File: config.mk
export PLATFORM = sky130hd
export DESIGN_NAME = disc_mesh_tessellator_flat
export DESIGN_NICKNAME = d
export VERILOG_FILES = /design/src/hdl/dmt_pkg.sv /design/src/hdl/dmt_stream_if.sv /design/src/hdl/dmt_datapath.sv /design/src/hdl/dmt_ctrl.sv /design/src/hdl/disc_mesh_tessellator.sv /design/src/flat_wrapper.sv
export VERILOG_INCLUDE_DIRS = /design/src /design/src/hdl
export SDC_FILE = /design/constraint.sdc
export NUM_CORES = 2
export LEC_CHECK = 0
export BUFFER_PORTS_ARGS = -buffer_cell sky130_fd_sc_hd__buf_4
export CAP_MARGIN = 10
export CORE_ASPECT_RATIO = 0.6
export CORE_UTILIZATION = 55
export DETAILED_ROUTE_END_ITERATION = 7
export PLACE_DENSITY = 0.76
export SETUP_SLACK_MARGIN = 0.5
export SLEW_MARGIN = 30
export SYNTH_ARGS = -nofsm -noshare
export SYNTH_HDL_FRONTEND = slang
export SYNTH_SLANG_ARGS = --single-unit
File: constraint.sdc
create_clock -name clk -period 12.8 [get_ports clk]
set_input_delay 2.56 -clock clk [delete_from_list [all_inputs] [get_ports clk]]
set_output_delay 2.56 -clock clk [all_outputs]
set_load 0.005 [all_outputs]
File: src/hdl/disc_mesh_tessellator_defines.svh
// ----------------------------------------------------------------------------
// disc_mesh_tessellator_defines.svh
// Assertion macros of the tessellator RTL.
// ----------------------------------------------------------------------------
`ifndef DISC_MESH_TESSELLATOR_DEFINES_SVH
`define DISC_MESH_TESSELLATOR_DEFINES_SVH
`ifndef SYNTHESIS
// implication check, disabled in reset
`define DMT_ASSERT_IMPL(lbl, clk, rst, ante, cons, msg) \
  lbl: assert property (@(posedge clk) disable iff (rst) (ante) |-> (cons)) else $error(msg);
// condition that must never hold
`define DMT_ASSERT_NEVER(lbl, clk, rst, cond, msg) \
  lbl: assert property (@(posedge clk) disable iff (rst) !(cond)) else $error(msg);
`else
`define DMT_ASSERT_IMPL(lbl, clk, rst, ante, cons, msg)
`define DMT_ASSERT_NEVER(lbl, clk, rst, cond, msg)
`endif
`endif

File: src/hdl/dmt_pkg.sv
// ----------------------------------------------------------------------------
// dmt_pkg
// Types, constants and helpers of the disc mesh tessellator.
// ----------------------------------------------------------------------------
package dmt_pkg;

  localparam int MAX_COLS = 256;
  localparam int MAX_ROWS = 256;
  localparam int CNT_W    = 9;   // holds counts up to 256
  localparam int IDX_W    = 18;
  localparam int VTOT_W   = 19;

  localparam logic [1:0] CFG_COLUMN_COUNT = 2'd0;
  localparam logic [1:0] CFG_ROW_COUNT    = 2'd1;
  localparam logic [1:0] CFG_SPLIT_MODE   = 2'd2;
  localparam logic [1:0] CFG_DISC_RADIUS  = 2'd3;

  localparam logic KIND_VERTEX   = 1'b0;
  localparam logic KIND_TRIANGLE = 1'b1;

  typedef struct packed {
    logic             start;
    logic [CNT_W-1:0] vcol;
    logic [CNT_W-1:0] vrow;
    logic             load_vertex;
    logic             load_tri;
    logic [IDX_W-1:0] corner_one;
    logic [IDX_W-1:0] corner_two;
    logic [IDX_W-1:0] corner_three;
    logic             run_end;
    logic             mesh_done;
  } cmd_t;

  typedef struct packed {
    logic busy;
    logic vdone;
    logic out_free;
  } status_t;

  // 0 acts as 1, above the limit acts as the limit
  function automatic logic [CNT_W-1:0] used_count(input logic [CNT_W-1:0] c,
                                                  input logic [CNT_W-1:0] lim);
    logic [CNT_W-1:0] r;
    r = c;
    if (r == '0) r = CNT_W'(1);
    if (r > lim) r = lim;
    return r;
  endfunction

  // CORDIC arctangents in 2^-32 turn
  function automatic logic [31:0] atan_turn(input logic [3:0] i);
    logic [31:0] a;
    unique case (i)
      4'd0:  a = 32'd536870912;
      4'd1:  a = 32'd316933406;
      4'd2:  a = 32'd167458907;
      4'd3:  a = 32'd85004756;
      4'd4:  a = 32'd42667331;
      4'd5:  a = 32'd21354465;
      4'd6:  a = 32'd10679838;
      4'd7:  a = 32'd5340245;
      4'd8:  a = 32'd2670163;
      4'd9:  a = 32'd1335087;
      4'd10: a = 32'd667544;
      4'd11: a = 32'd333772;
      4'd12: a = 32'd166886;
      4'd13: a = 32'd83443;
      4'd14: a = 32'd41722;
      4'd15: a = 32'd20861;
      default: a = 32'd0;
    endcase
    return a;
  endfunction

endpackage

File: src/hdl/dmt_stream_if.sv
// ----------------------------------------------------------------------------
// dmt_stream_if
// Valid/ready channels of the tessellator: tick input and record output.
// ----------------------------------------------------------------------------
interface dmt_in_if;
  logic valid;
  logic ready;
  logic restart;
  modport source (output valid, output restart, input ready);
  modport sink   (input valid, input restart, output ready);
endinterface

interface dmt_out_if;
  logic               valid;
  logic               ready;
  logic               record_kind;
  logic signed [17:0] pos_x;
  logic signed [17:0] pos_y;
  logic        [16:0] tex_u;
  logic        [16:0] tex_v;
  logic signed [15:0] normal_x;
  logic signed [15:0] normal_y;
  logic        [17:0] corner_one;
  logic        [17:0] corner_two;
  logic        [17:0] corner_three;
  logic               run_end;
  logic               mesh_done;
  modport source (output valid, output record_kind, output pos_x, output pos_y,
                  output tex_u, output tex_v, output normal_x, output normal_y,
                  output corner_one, output corner_two, output corner_three,
                  output run_end, output mesh_done, input ready);
  modport sink   (input valid, input record_kind, input pos_x, input pos_y,
                  input tex_u, input tex_v, input normal_x, input normal_y,
                  input corner_one, input corner_two, input corner_three,
                  input run_end, input mesh_done, output ready);
endinterface

File: src/hdl/dmt_datapath.sv
// ----------------------------------------------------------------------------
// dmt_datapath
// Vertex engine (bit-serial divider, CORDIC, scaling) and output register.
// ----------------------------------------------------------------------------
module dmt_datapath (
  input  logic                       clk,
  input  logic                       rst,
  input  logic [dmt_pkg::CNT_W-1:0]  cols,
  input  logic [dmt_pkg::CNT_W-1:0]  rows,
  input  logic [15:0]                disc_radius,
  input  dmt_pkg::cmd_t              cmd,
  output dmt_pkg::status_t           status,
  dmt_out_if.source                  out_ch
);

  localparam logic [3:0] P_IDLE = 4'd0, P_DIVU = 4'd1, P_DIVV = 4'd2, P_CORD = 4'd3,
                         P_TRIG = 4'd4, P_RAD = 4'd5, P_POSX = 4'd6, P_POSY = 4'd7,
                         P_DONE = 4'd8;
  localparam int DIV_N = 25;

  logic [3:0]         phase;
  logic [4:0]         cnt;
  logic [8:0]         vrow_l;
  logic [8:0]         rem;
  logic [DIV_N-1:0]   dq;
  logic [16:0]        u_q, v_q;
  logic signed [33:0] cx, cy, cz;
  logic signed [15:0] sn, ny;
  logic [16:0]        rad;
  logic signed [17:0] px, py;

  logic [9:0]         trial;
  logic [8:0]         rem_nx;
  logic [DIV_N-1:0]   dq_nx;
  logic signed [33:0] dx, dy, at;
  logic signed [17:0] s_r, c_r;
  logic signed [15:0] s_c, c_c, sn_m, cs_m;
  logic [33:0]        rprod;
  logic signed [33:0] pprod;
  logic               out_free;

  function automatic logic signed [15:0] clamp14(input logic signed [17:0] v);
    logic signed [15:0] r;
    if (v > 18'sd16384) r = 16'sd16384;
    else if (v < -18'sd16384) r = -16'sd16384;
    else r = v[15:0];
    return r;
  endfunction

  always_comb begin
    trial  = {rem, dq[DIV_N-1]} - {1'b0, cols};
    if (!trial[9]) begin
      rem_nx = trial[8:0];
      dq_nx  = {dq[DIV_N-2:0], 1'b1};
    end else begin
      rem_nx = {rem[7:0], dq[DIV_N-1]};
      dq_nx  = {dq[DIV_N-2:0], 1'b0};
    end
    dx = cy >>> cnt[3:0];
    dy = cx >>> cnt[3:0];
    at = $signed({2'b00, dmt_pkg::atan_turn(cnt[3:0])});
    s_r = 18'((cy + 34'sd32768) >>> 16);
    c_r = 18'((cx + 34'sd32768) >>> 16);
    s_c = clamp14(s_r);
    c_c = clamp14(c_r);
    unique case (u_q[15:14])
      2'd0:    begin sn_m = s_c;  cs_m = c_c;  end
      2'd1:    begin sn_m = c_c;  cs_m = -s_c; end
      2'd2:    begin sn_m = -s_c; cs_m = -c_c; end
      default: begin sn_m = -c_c; cs_m = s_c;  end
    endcase
    rprod = 34'(v_q) * 34'(disc_radius) + 34'd32768;
    pprod = ((phase == P_POSX) ? sn : ny) * $signed({1'b0, rad}) + 34'sd8192;
  end

  // quotient also uses rows as divisor in the second pass
  logic [9:0] trial_v;
  logic [8:0] rem_nx_v;
  logic [DIV_N-1:0] dq_nx_v;
  always_comb begin
    trial_v = {rem, dq[DIV_N-1]} - {1'b0, rows};
    if (!trial_v[9]) begin
      rem_nx_v = trial_v[8:0];
      dq_nx_v  = {dq[DIV_N-2:0], 1'b1};
    end else begin
      rem_nx_v = {rem[7:0], dq[DIV_N-1]};
      dq_nx_v  = {dq[DIV_N-2:0], 1'b0};
    end
  end

  always_ff @(posedge clk) begin
    if (rst) begin
      phase <= P_IDLE;
      cnt   <= '0;
    end else begin
      unique case (phase)
        P_IDLE: begin
          if (cmd.start) begin
            vrow_l <= cmd.vrow;
            dq     <= {cmd.vcol, 16'd0} + DIV_N'(cols >> 1);
            rem    <= '0;
            cnt    <= '0;
            phase  <= P_DIVU;
          end
        end
        P_DIVU: begin
          if (cnt == 5'(DIV_N - 1)) begin
            u_q   <= dq_nx[16:0];
            dq    <= {vrow_l, 16'd0} + DIV_N'(rows >> 1);
            rem   <= '0;
            cnt   <= '0;
            phase <= P_DIVV;
          end else begin
            rem <= rem_nx;
            dq  <= dq_nx;
            cnt <= cnt + 5'd1;
          end
        end
        P_DIVV: begin
          if (cnt == 5'(DIV_N - 1)) begin
            v_q   <= dq_nx_v[16:0];
            cx    <= 34'sd652032874;
            cy    <= '0;
            cz    <= $signed({4'd0, u_q[13:0], 16'd0});
            cnt   <= '0;
            phase <= P_CORD;
          end else begin
            rem <= rem_nx_v;
            dq  <= dq_nx_v;
            cnt <= cnt + 5'd1;
          end
        end
        P_CORD: begin
          if (!cz[33]) begin
            cx <= cx - dx; cy <= cy + dy; cz <= cz - at;
          end else begin
            cx <= cx + dx; cy <= cy - dy; cz <= cz + at;
          end
          cnt <= cnt + 5'd1;
          if (cnt == 5'd15) phase <= P_TRIG;
        end
        P_TRIG: begin
          sn    <= sn_m;
          ny    <= -cs_m;
          phase <= P_RAD;
        end
        P_RAD: begin
          rad   <= rprod[32:16];
          phase <= P_POSX;
        end
        P_POSX: begin
          px    <= pprod[31:14];
          phase <= P_POSY;
        end
        P_POSY: begin
          py    <= pprod[31:14];
          phase <= P_DONE;
        end
        P_DONE: begin
          if (cmd.load_vertex) phase <= P_IDLE;
        end
        default: phase <= P_IDLE;
      endcase
    end
  end

  // output register
  assign out_free = !out_ch.valid || out_ch.ready;

  always_ff @(posedge clk) begin
    if (rst) begin
      out_ch.valid <= 1'b0;
    end else if (cmd.load_vertex || cmd.load_tri) begin
      out_ch.valid <= 1'b1;
    end else if (out_ch.ready) begin
      out_ch.valid <= 1'b0;
    end
  end

  always_ff @(posedge clk) begin
    if (cmd.load_vertex) begin
      out_ch.record_kind  <= dmt_pkg::KIND_VERTEX;
      out_ch.pos_x        <= px;
      out_ch.pos_y        <= py;
      out_ch.tex_u        <= u_q;
      out_ch.tex_v        <= v_q;
      out_ch.normal_x     <= sn;
      out_ch.normal_y     <= ny;
      out_ch.corner_one   <= '0;
      out_ch.corner_two   <= '0;
      out_ch.corner_three <= '0;
      out_ch.run_end      <= cmd.run_end;
      out_ch.mesh_done    <= cmd.mesh_done;
    end else if (cmd.load_tri) begin
      out_ch.record_kind  <= dmt_pkg::KIND_TRIANGLE;
      out_ch.pos_x        <= '0;
      out_ch.pos_y        <= '0;
      out_ch.tex_u        <= '0;
      out_ch.tex_v        <= '0;
      out_ch.normal_x     <= '0;
      out_ch.normal_y     <= '0;
      out_ch.corner_one   <= cmd.corner_one;
      out_ch.corner_two   <= cmd.corner_two;
      out_ch.corner_three <= cmd.corner_three;
      out_ch.run_end      <= cmd.run_end;
      out_ch.mesh_done    <= cmd.mesh_done;
    end
  end

  assign status.busy     = (phase != P_IDLE);
  assign status.vdone    = (phase == P_DONE);
  assign status.out_free = out_free;

endmodule

File: src/hdl/dmt_ctrl.sv
// ----------------------------------------------------------------------------
// dmt_ctrl
// Cell sequencer: grid position, vertex sharing and record order.
// ----------------------------------------------------------------------------
module dmt_ctrl (
  input  logic                       clk,
  input  logic                       rst,
  input  logic [dmt_pkg::CNT_W-1:0]  cols,
  input  logic [dmt_pkg::CNT_W-1:0]  rows,
  input  logic                       split_mode,
  input  dmt_pkg::status_t           status,
  output dmt_pkg::cmd_t              cmd,
  dmt_in_if.sink                     in_ch
);

  localparam logic [2:0] S_IDLE = 3'd0, S_SLOT = 3'd1, S_VWAIT = 3'd2,
                         S_TRI1 = 3'd3, S_TRI2 = 3'd4;
  localparam int W  = dmt_pkg::CNT_W;
  localparam int IW = dmt_pkg::IDX_W;

  logic [2:0]                    state, state_next;
  logic [W-1:0]                  cur_col, cur_row, wcol, wrow;
  logic [dmt_pkg::VTOT_W-1:0]    vertex_total;
  logic                          finished, wsplit, wlast, wdone;
  logic [IW-1:0]                 row_first_a, row_first_b, prev_c_index, prev_d_index;
  logic [1:0]                    slot;
  logic [IW-1:0]                 corner [4];

  logic [W-1:0]  cc, cr, cc2, cr2, nc, cr_inc;
  logic          fin, run, need, commit;
  logic [IW-1:0] commit_idx, store_idx;

  always_comb begin
    cc  = in_ch.restart ? '0 : cur_col;
    cr  = in_ch.restart ? '0 : cur_row;
    fin = in_ch.restart ? 1'b0 : finished;
    if (cc >= cols) begin
      cc2 = '0;
      cr2 = cr + W'(1);
    end else begin
      cc2 = cc;
      cr2 = cr;
    end
    run    = !fin && (cr2 < rows);
    nc     = cc2 + W'(1);
    cr_inc = cr2 + W'(1);

    unique case (slot)
      2'd0:    need = wsplit || (wcol == '0 && wrow == '0);
      2'd1:    need = wsplit || (wcol == '0);
      default: need = wsplit || !wlast;
    endcase
    unique case (slot)
      2'd0:    store_idx = (wrow == '0) ? row_first_a : prev_d_index;
      2'd1:    store_idx = prev_c_index;
      2'd2:    store_idx = row_first_b;
      default: store_idx = row_first_a;
    endcase

    cmd        = '0;
    cmd.vcol   = (slot[1]) ? wcol + W'(1) : wcol;
    cmd.vrow   = (slot == 2'd1 || slot == 2'd2) ? wrow + W'(1) : wrow;
    cmd.mesh_done = wdone;
    commit     = 1'b0;
    commit_idx = store_idx;
    state_next = state;
    unique case (state)
      S_IDLE: begin
        if (in_ch.valid && run) state_next = S_SLOT;
      end
      S_SLOT: begin
        if (need) begin
          cmd.start  = 1'b1;
          state_next = S_VWAIT;
        end else begin
          commit = 1'b1;
          if (slot == 2'd3) state_next = S_TRI1;
        end
      end
      S_VWAIT: begin
        if (status.vdone && status.out_free) begin
          cmd.load_vertex = 1'b1;
          commit     = 1'b1;
          commit_idx = vertex_total[IW-1:0];
          state_next = (slot == 2'd3) ? S_TRI1 : S_SLOT;
        end
      end
      S_TRI1: begin
        if (status.out_free) begin
          cmd.load_tri     = 1'b1;
          cmd.corner_one   = corner[0];
          cmd.corner_two   = corner[1];
          cmd.corner_three = corner[2];
          cmd.run_end      = !(wrow != '0 || wsplit);
          state_next       = cmd.run_end ? S_IDLE : S_TRI2;
        end
      end
      S_TRI2: begin
        if (status.out_free) begin
          cmd.load_tri     = 1'b1;
          cmd.corner_one   = corner[2];
          cmd.corner_two   = corner[3];
          cmd.corner_three = corner[0];
          cmd.run_end      = 1'b1;
          state_next       = S_IDLE;
        end
      end
      default: state_next = S_IDLE;
    endcase
  end

  assign in_ch.ready = (state == S_IDLE);

  always_ff @(posedge clk) begin
    if (rst) begin
      state        <= S_IDLE;
      cur_col      <= '0;
      cur_row      <= '0;
      vertex_total <= '0;
      finished     <= 1'b0;
      slot         <= '0;
    end else begin
      state <= state_next;
      if (state == S_IDLE && in_ch.valid) begin
        if (in_ch.restart) vertex_total <= '0;
        slot   <= '0;
        wcol   <= cc2;
        wrow   <= cr2;
        wsplit <= split_mode;
        wlast  <= (nc == cols);
        wdone  <= (nc >= cols) && (cr_inc >= rows);
        if (fin) begin
          // finished mesh: position is kept
          finished <= 1'b1;
        end else if (!run) begin
          finished <= 1'b1;
          cur_col  <= cc2;
          cur_row  <= cr2;
        end else if (nc >= cols) begin
          cur_col  <= '0;
          cur_row  <= cr_inc;
          finished <= (cr_inc >= rows);
        end else begin
          cur_col  <= nc;
          cur_row  <= cr2;
          finished <= 1'b0;
        end
      end
      if (commit) begin
        slot <= slot + 2'd1;
        if (cmd.load_vertex) vertex_total <= vertex_total + dmt_pkg::VTOT_W'(1);
      end
    end
  end

  always_ff @(posedge clk) begin
    if (commit) begin
      corner[slot] <= commit_idx;
      if (slot == 2'd0 && wcol == '0) row_first_a <= commit_idx;
      if (slot == 2'd1 && wcol == '0) row_first_b <= commit_idx;
      if (slot == 2'd2) prev_c_index <= commit_idx;
      if (slot == 2'd3) prev_d_index <= commit_idx;
    end
  end

endmodule

File: src/hdl/disc_mesh_tessellator.sv
// ----------------------------------------------------------------------------
// disc_mesh_tessellator
// Polar-grid triangle mesh generator for a flat disc.
// ----------------------------------------------------------------------------
// Each accepted tick processes one grid cell, row-major, and produces its new
// vertex records followed by one or two triangle records; a tick after the
// final cell produces nothing. One tick at a time is in flight. Every new
// vertex runs through one shared engine: two 25-step bit-serial divisions for
// u and v, a 16-step CORDIC, then four scaling steps. A cell needs 0 to 4 new
// vertices and reuses its other corners; output stalls lengthen a tick.
// ----------------------------------------------------------------------------
`include "disc_mesh_tessellator_defines.svh"

module disc_mesh_tessellator (
  input  logic        clk,
  input  logic        rst,
  input  logic        write_enable,
  input  logic [1:0]  reg_index,
  input  logic [15:0] write_data,
  dmt_in_if.sink      in_ch,
  dmt_out_if.source   out_ch
);

  logic [dmt_pkg::CNT_W-1:0] column_count, row_count, cols, rows;
  logic                      split_mode;
  logic [15:0]               disc_radius;
  dmt_pkg::cmd_t             cmd;
  dmt_pkg::status_t          status;

  // configuration registers; the user writes them only while idle (not enforced)
  always_ff @(posedge clk) begin
    if (rst) begin
      column_count <= dmt_pkg::CNT_W'(16);
      row_count    <= dmt_pkg::CNT_W'(4);
      split_mode   <= 1'b0;
      disc_radius  <= 16'd256;
    end else if (write_enable) begin
      unique case (reg_index)
        dmt_pkg::CFG_COLUMN_COUNT: column_count <= write_data[dmt_pkg::CNT_W-1:0];
        dmt_pkg::CFG_ROW_COUNT:    row_count    <= write_data[dmt_pkg::CNT_W-1:0];
        dmt_pkg::CFG_SPLIT_MODE:   split_mode   <= write_data[0];
        default:                   disc_radius  <= write_data;
      endcase
    end
  end

  // clamp counts to the usable range
  assign cols = dmt_pkg::used_count(column_count, dmt_pkg::CNT_W'(dmt_pkg::MAX_COLS));
  assign rows = dmt_pkg::used_count(row_count, dmt_pkg::CNT_W'(dmt_pkg::MAX_ROWS));

  dmt_ctrl u_ctrl (
    .clk        (clk),
    .rst        (rst),
    .cols       (cols),
    .rows       (rows),
    .split_mode (split_mode),
    .status     (status),
    .cmd        (cmd),
    .in_ch      (in_ch)
  );

  dmt_datapath u_datapath (
    .clk         (clk),
    .rst         (rst),
    .cols        (cols),
    .rows        (rows),
    .disc_radius (disc_radius),
    .cmd         (cmd),
    .status      (status),
    .out_ch      (out_ch)
  );

  // input is taken only with the vertex engine at rest
  `DMT_ASSERT_IMPL(a_ready_idle, clk, rst, in_ch.ready, !status.busy, "ready while engine busy")
  // a vertex record is never the last of a tick
  `DMT_ASSERT_IMPL(a_vtx_not_end, clk, rst,
    out_ch.valid && out_ch.record_kind == dmt_pkg::KIND_VERTEX, !out_ch.run_end,
    "vertex record flagged as run end")
  // engine is started only when free
  `DMT_ASSERT_NEVER(a_start_busy, clk, rst, cmd.start && status.busy, "start while busy")

endmodule
File: src/flat_wrapper.sv
// flat-port wrapper written by rule: the top's interface ports become plain ports
module disc_mesh_tessellator_flat 
  (clk, rst, write_enable, reg_index, write_data, in_ch_valid, in_ch_restart, in_ch_ready, out_ch_valid, out_ch_record_kind, out_ch_pos_x, out_ch_pos_y, out_ch_tex_u, out_ch_tex_v, out_ch_normal_x, out_ch_normal_y, out_ch_corner_one, out_ch_corner_two, out_ch_corner_three, out_ch_run_end, out_ch_mesh_done, out_ch_ready);
  dmt_in_if in_ch_i ();
  dmt_out_if out_ch_i ();
  input  logic clk;
  input  logic rst;
  input  logic write_enable;
  input  logic [1:0] reg_index;
  input  logic [15:0] write_data;
  input wire logic [$bits(in_ch_i.valid)-1:0] in_ch_valid;
  input wire logic [$bits(in_ch_i.restart)-1:0] in_ch_restart;
  output wire logic [$bits(in_ch_i.ready)-1:0] in_ch_ready;
  output wire logic [$bits(out_ch_i.valid)-1:0] out_ch_valid;
  output wire logic [$bits(out_ch_i.record_kind)-1:0] out_ch_record_kind;
  output wire logic [$bits(out_ch_i.pos_x)-1:0] out_ch_pos_x;
  output wire logic [$bits(out_ch_i.pos_y)-1:0] out_ch_pos_y;
  output wire logic [$bits(out_ch_i.tex_u)-1:0] out_ch_tex_u;
  output wire logic [$bits(out_ch_i.tex_v)-1:0] out_ch_tex_v;
  output wire logic [$bits(out_ch_i.normal_x)-1:0] out_ch_normal_x;
  output wire logic [$bits(out_ch_i.normal_y)-1:0] out_ch_normal_y;
  output wire logic [$bits(out_ch_i.corner_one)-1:0] out_ch_corner_one;
  output wire logic [$bits(out_ch_i.corner_two)-1:0] out_ch_corner_two;
  output wire logic [$bits(out_ch_i.corner_three)-1:0] out_ch_corner_three;
  output wire logic [$bits(out_ch_i.run_end)-1:0] out_ch_run_end;
  output wire logic [$bits(out_ch_i.mesh_done)-1:0] out_ch_mesh_done;
  input wire logic [$bits(out_ch_i.ready)-1:0] out_ch_ready;
  assign in_ch_i.valid = in_ch_valid;
  assign in_ch_i.restart = in_ch_restart;
  assign in_ch_ready = in_ch_i.ready;
  assign out_ch_valid = out_ch_i.valid;
  assign out_ch_record_kind = out_ch_i.record_kind;
  assign out_ch_pos_x = out_ch_i.pos_x;
  assign out_ch_pos_y = out_ch_i.pos_y;
  assign out_ch_tex_u = out_ch_i.tex_u;
  assign out_ch_tex_v = out_ch_i.tex_v;
  assign out_ch_normal_x = out_ch_i.normal_x;
  assign out_ch_normal_y = out_ch_i.normal_y;
  assign out_ch_corner_one = out_ch_i.corner_one;
  assign out_ch_corner_two = out_ch_i.corner_two;
  assign out_ch_corner_three = out_ch_i.corner_three;
  assign out_ch_run_end = out_ch_i.run_end;
  assign out_ch_mesh_done = out_ch_i.mesh_done;
  assign out_ch_i.ready = out_ch_ready;
  disc_mesh_tessellator u_core (.clk(clk), .rst(rst), .write_enable(write_enable), .reg_index(reg_index), .write_data(write_data), .in_ch(in_ch_i), .out_ch(out_ch_i));
endmodule
==> reports/results.ini <==
[clock_network]
postCtsResizedCells = 0
numCtsBuffers = 67
root_buffer = clkbuf_16
clk_path_buf_depth = 3
post_cts_buffers = 0
clk_latency_ns = 0.69
clock-sinks = 669
tritoncts = built
hold_buffers = 0
path_clk_slew_ns = 0.06
htreeDepth = 3

[yosys]
yosysSeqAreaShare_pct = 31.1
synth.top_cell.area_share_pct = 25.3
ys_top_cells_by_count = 657 x inv_1, 620 x nand2_1, 515 x nor2_1, 497 x edfxtp_1, 480 x fa_1
yosysMostFrequentCell = inv_1
ys.flop_type = edfxtp_1
synth-seq-cells = 669
synth_edf_count = 497
synth_area_leader_cell = edfxtp_1
synth_warnings = 0
netlist_area_um2 = 59000
yosysUniqueCellTypes = 98
syn_nets = 6979
syn_avg_cell_area_um2 = 9.70
synth_async_sr_flop_share_pct = 0
netlist_instances = 6083
netlist_top_cells_area = edfxtp_1 25%, fa_1 16%, ha_1 8.3%

[sta]
final_max_slew_viol_count = 0
worst_pin_slew_ns = 1.00
finalWorstPathRequiredPeriod_ns = 8.59
fmax_mhz = 116
fin_setup_tns_ns = 0
maxSlewHeadroom_pct = 31.4
rsz0062_at_grt = no
timing.final.crit_share_pct = 67.1
skew_ns = 0.0482
hold_viol = 0
setup_viol = 0
hold_slack_ns = 0.444

[die]
io_pins = 185
rows = 92
core-area_um2 = 106000
die_w_um = 425
floorplan.die_area_um2 = 109000
die_h_um = 256
initial_utilization_pct = 55.8

[routing]
routed_via_density = 6.09
wl_per_cell_um = 21.4
met1Wirelength_um = 73600
met3_length_um = 19300
routed_wl_um = 161000
detailedRoute.firstPassIterationCount = 6
drc = 0
wl_met2_um = 65400
dr_total_vias = 45871
ant_nets = 0
highest_layer = met5
drt_iter0_markers = 5358

[layout]
drive_gt1_share_pct = 8.96
antenna_cells = 0
fin_util_pct = 60.4
nets = 6969
area_growth_pct = 8.14
final-instance-count-excl-fill = 7534

[placement]
dp_hpwl_um = 121000
dp_cells = 7414
io_buffers = 184
gp_congestion = 0.985

[power_and_ir_drop]
p_clk_share_pct = 24.8
p_leak_nw = 27.6
peakVddDrop_v = 0.000137
p_sw_w = 0.00324
p_per_area_nw_per_um2 = 134
swShare_pct = 37.8
power_frac_seq_pct = 33.2
power_frac_comb_pct = 42.0
intPower_w = 0.00533

[critical_path]
worstSetupStartpointType = register
end_kind = register
worstPathMaxFanout = 17
crit_type = reg2reg
crit_required_ns = 13.21
arrival_ns = 9.01

[global_routing]
grt_pass1_wl_um = 254000
grt-ovfl-total = 0
grt_use_total_pct = 29.7
grt_max_degree = 101
first_global_vias = 44552
antenna_found_initial = 3

[min_path]
hp-class = reg2reg

[run]
maxCapViolCount = 0

[status]
status = complete, no violations

cell type report:
class                   count  area (µm²)
repair buffers            228        1710
clock inverters            40         539
multi-input cells        4446       37100
fillers                  8813       41900
inverters                 661        2480
flip-flops and latches    669       18400
clock buffers              80        1820
well taps                1410        1760
logic make-up (layout without fill, tap and decap cells):
kind of cell / after synthesis / in the layout / synth area share (%)
and+or+nand+nor: 1996 / 1996 / 16.3
DFF: 669 / 669 / 31.1
muxes: 227 / 227 / 5.67
xor gates and xnor gates: 348 / 348 / 5.17
adders and majority gates: 872 / 872 / 24.6
buffers and inverters: 968 / 1009 / 6.23
AOI/OAI and AO/OA: 1003 / 1003 / 10.9
registers in the layout, indices dropped and copies added, names as in the netlist, 25 cells and up:
signal	cells
u_core.u_datapath.cz	34
u_core.u_ctrl.corner	38
u_core.u_datapath.at	30
u_core.u_datapath.cx	34
u_core.u_datapath.cy	34
u_core.u_datapath.dq	25
placed cells by master, fill, tap and decap left out, drive strengths merged, types with 72 or more instances in the layout:
| master | count |
|---|---|
| nand3 | 90 |
| and2 | 272 |
| mux2i | 88 |
| a21o | 72 |
| a21oi | 348 |
| nor3 | 81 |
| buf | 228 |
| ha | 392 |
| and3 | 140 |
| clkbuf | 80 |
| xor2 | 150 |
| edfxtp | 497 |
| mux4 | 79 |
| nand2 | 622 |
| nor2 | 517 |
| fa | 480 |
| xnor2 | 198 |
| inv | 664 |
| dfxtp | 172 |
| o21ai | 165 |
stage by stage:
stage | worst slack, ns | cell area (µm²) | total power, W
4_1_cts | 4.28 | 63800 | 0.00854
2_1_floorplan | 4.33 | 59000 | 0.00543
6_report | 4.21 | 63800 | 0.00857
3_3_place_gp | 4.55 | 61400 | 0.00628
5_1_grt | 3.85 | 63800 | 0.00908
3_5_place_dp | 4.34 | 61400 | 0.00638
power groups by stage:
stage | Clock (W) | Combinational (W) | Sequential (W)
detailed placement | 0 | 0.00350 | 0.00288
global placement | 0 | 0.00340 | 0.00287
floorplan | 0 | 0.00262 | 0.00280
CTS | 0.00215 | 0.00354 | 0.00284
global route | 0.00223 | 0.00397 | 0.00287
finish | 0.00212 | 0.00360 | 0.00285
final timing paths:
kind / depth (start not counted) / endpoint / startpoint / slack, ns
max: 25 / u_core.u_datapath.py[14]$_DFFE_PP_ / u_core.u_datapath.phase[1]$_SDFFE_PP0P_ / 4.21
min: 2 / u_core.u_datapath.out_ch.record_kind$_SDFFE_PP0P_ / u_core.u_datapath.out_ch.record_kind$_SDFFE_PP0P_ / 0.44
max reg2reg: 25 / u_core.u_datapath.py[14]$_DFFE_PP_ / u_core.u_datapath.phase[1]$_SDFFE_PP0P_ / 4.21
min reg2reg: 2 / u_core.u_datapath.out_ch.record_kind$_SDFFE_PP0P_ / u_core.u_datapath.out_ch.record_kind$_SDFFE_PP0P_ / 0.44
critical path, cell delays in order, from the launching register on:
cell      delay [ns]
dfxtp_1         0.66
nor4bb_4        0.40
buf_4           0.31
mux2_2          0.51
and2_1          0.23
fa_1            0.55
inv_1           0.06
fa_1            0.53
inv_1           0.04
ha_1            0.18
fa_1            0.46
fa_1            0.56
fa_1            0.41
ha_1            0.30
a21o_1          0.20
o41ai_1         0.26
a21oi_1         0.09
o22ai_1         0.36
o21ai_0         0.36
o31ai_1         0.76
a31oi_1         0.26
o21a_1          0.28
o21ai_0         0.16
nand2b_1        0.11
a21oi_1         0.18
xnor2_1         0.10
layer usage:
| layer | up-vias | global-route usage (%) |
|---|---|---|
| li1 | 20780 | - |
| met1 | 22470 | 46.3 |
| met2 | 2443 | 40.9 |
| met3 | 176 | 8.07 |
| met4 | 2 | 6.16 |
| met5 | - | 0 |
No activity file was read; power rests on OpenSTA's default activity.
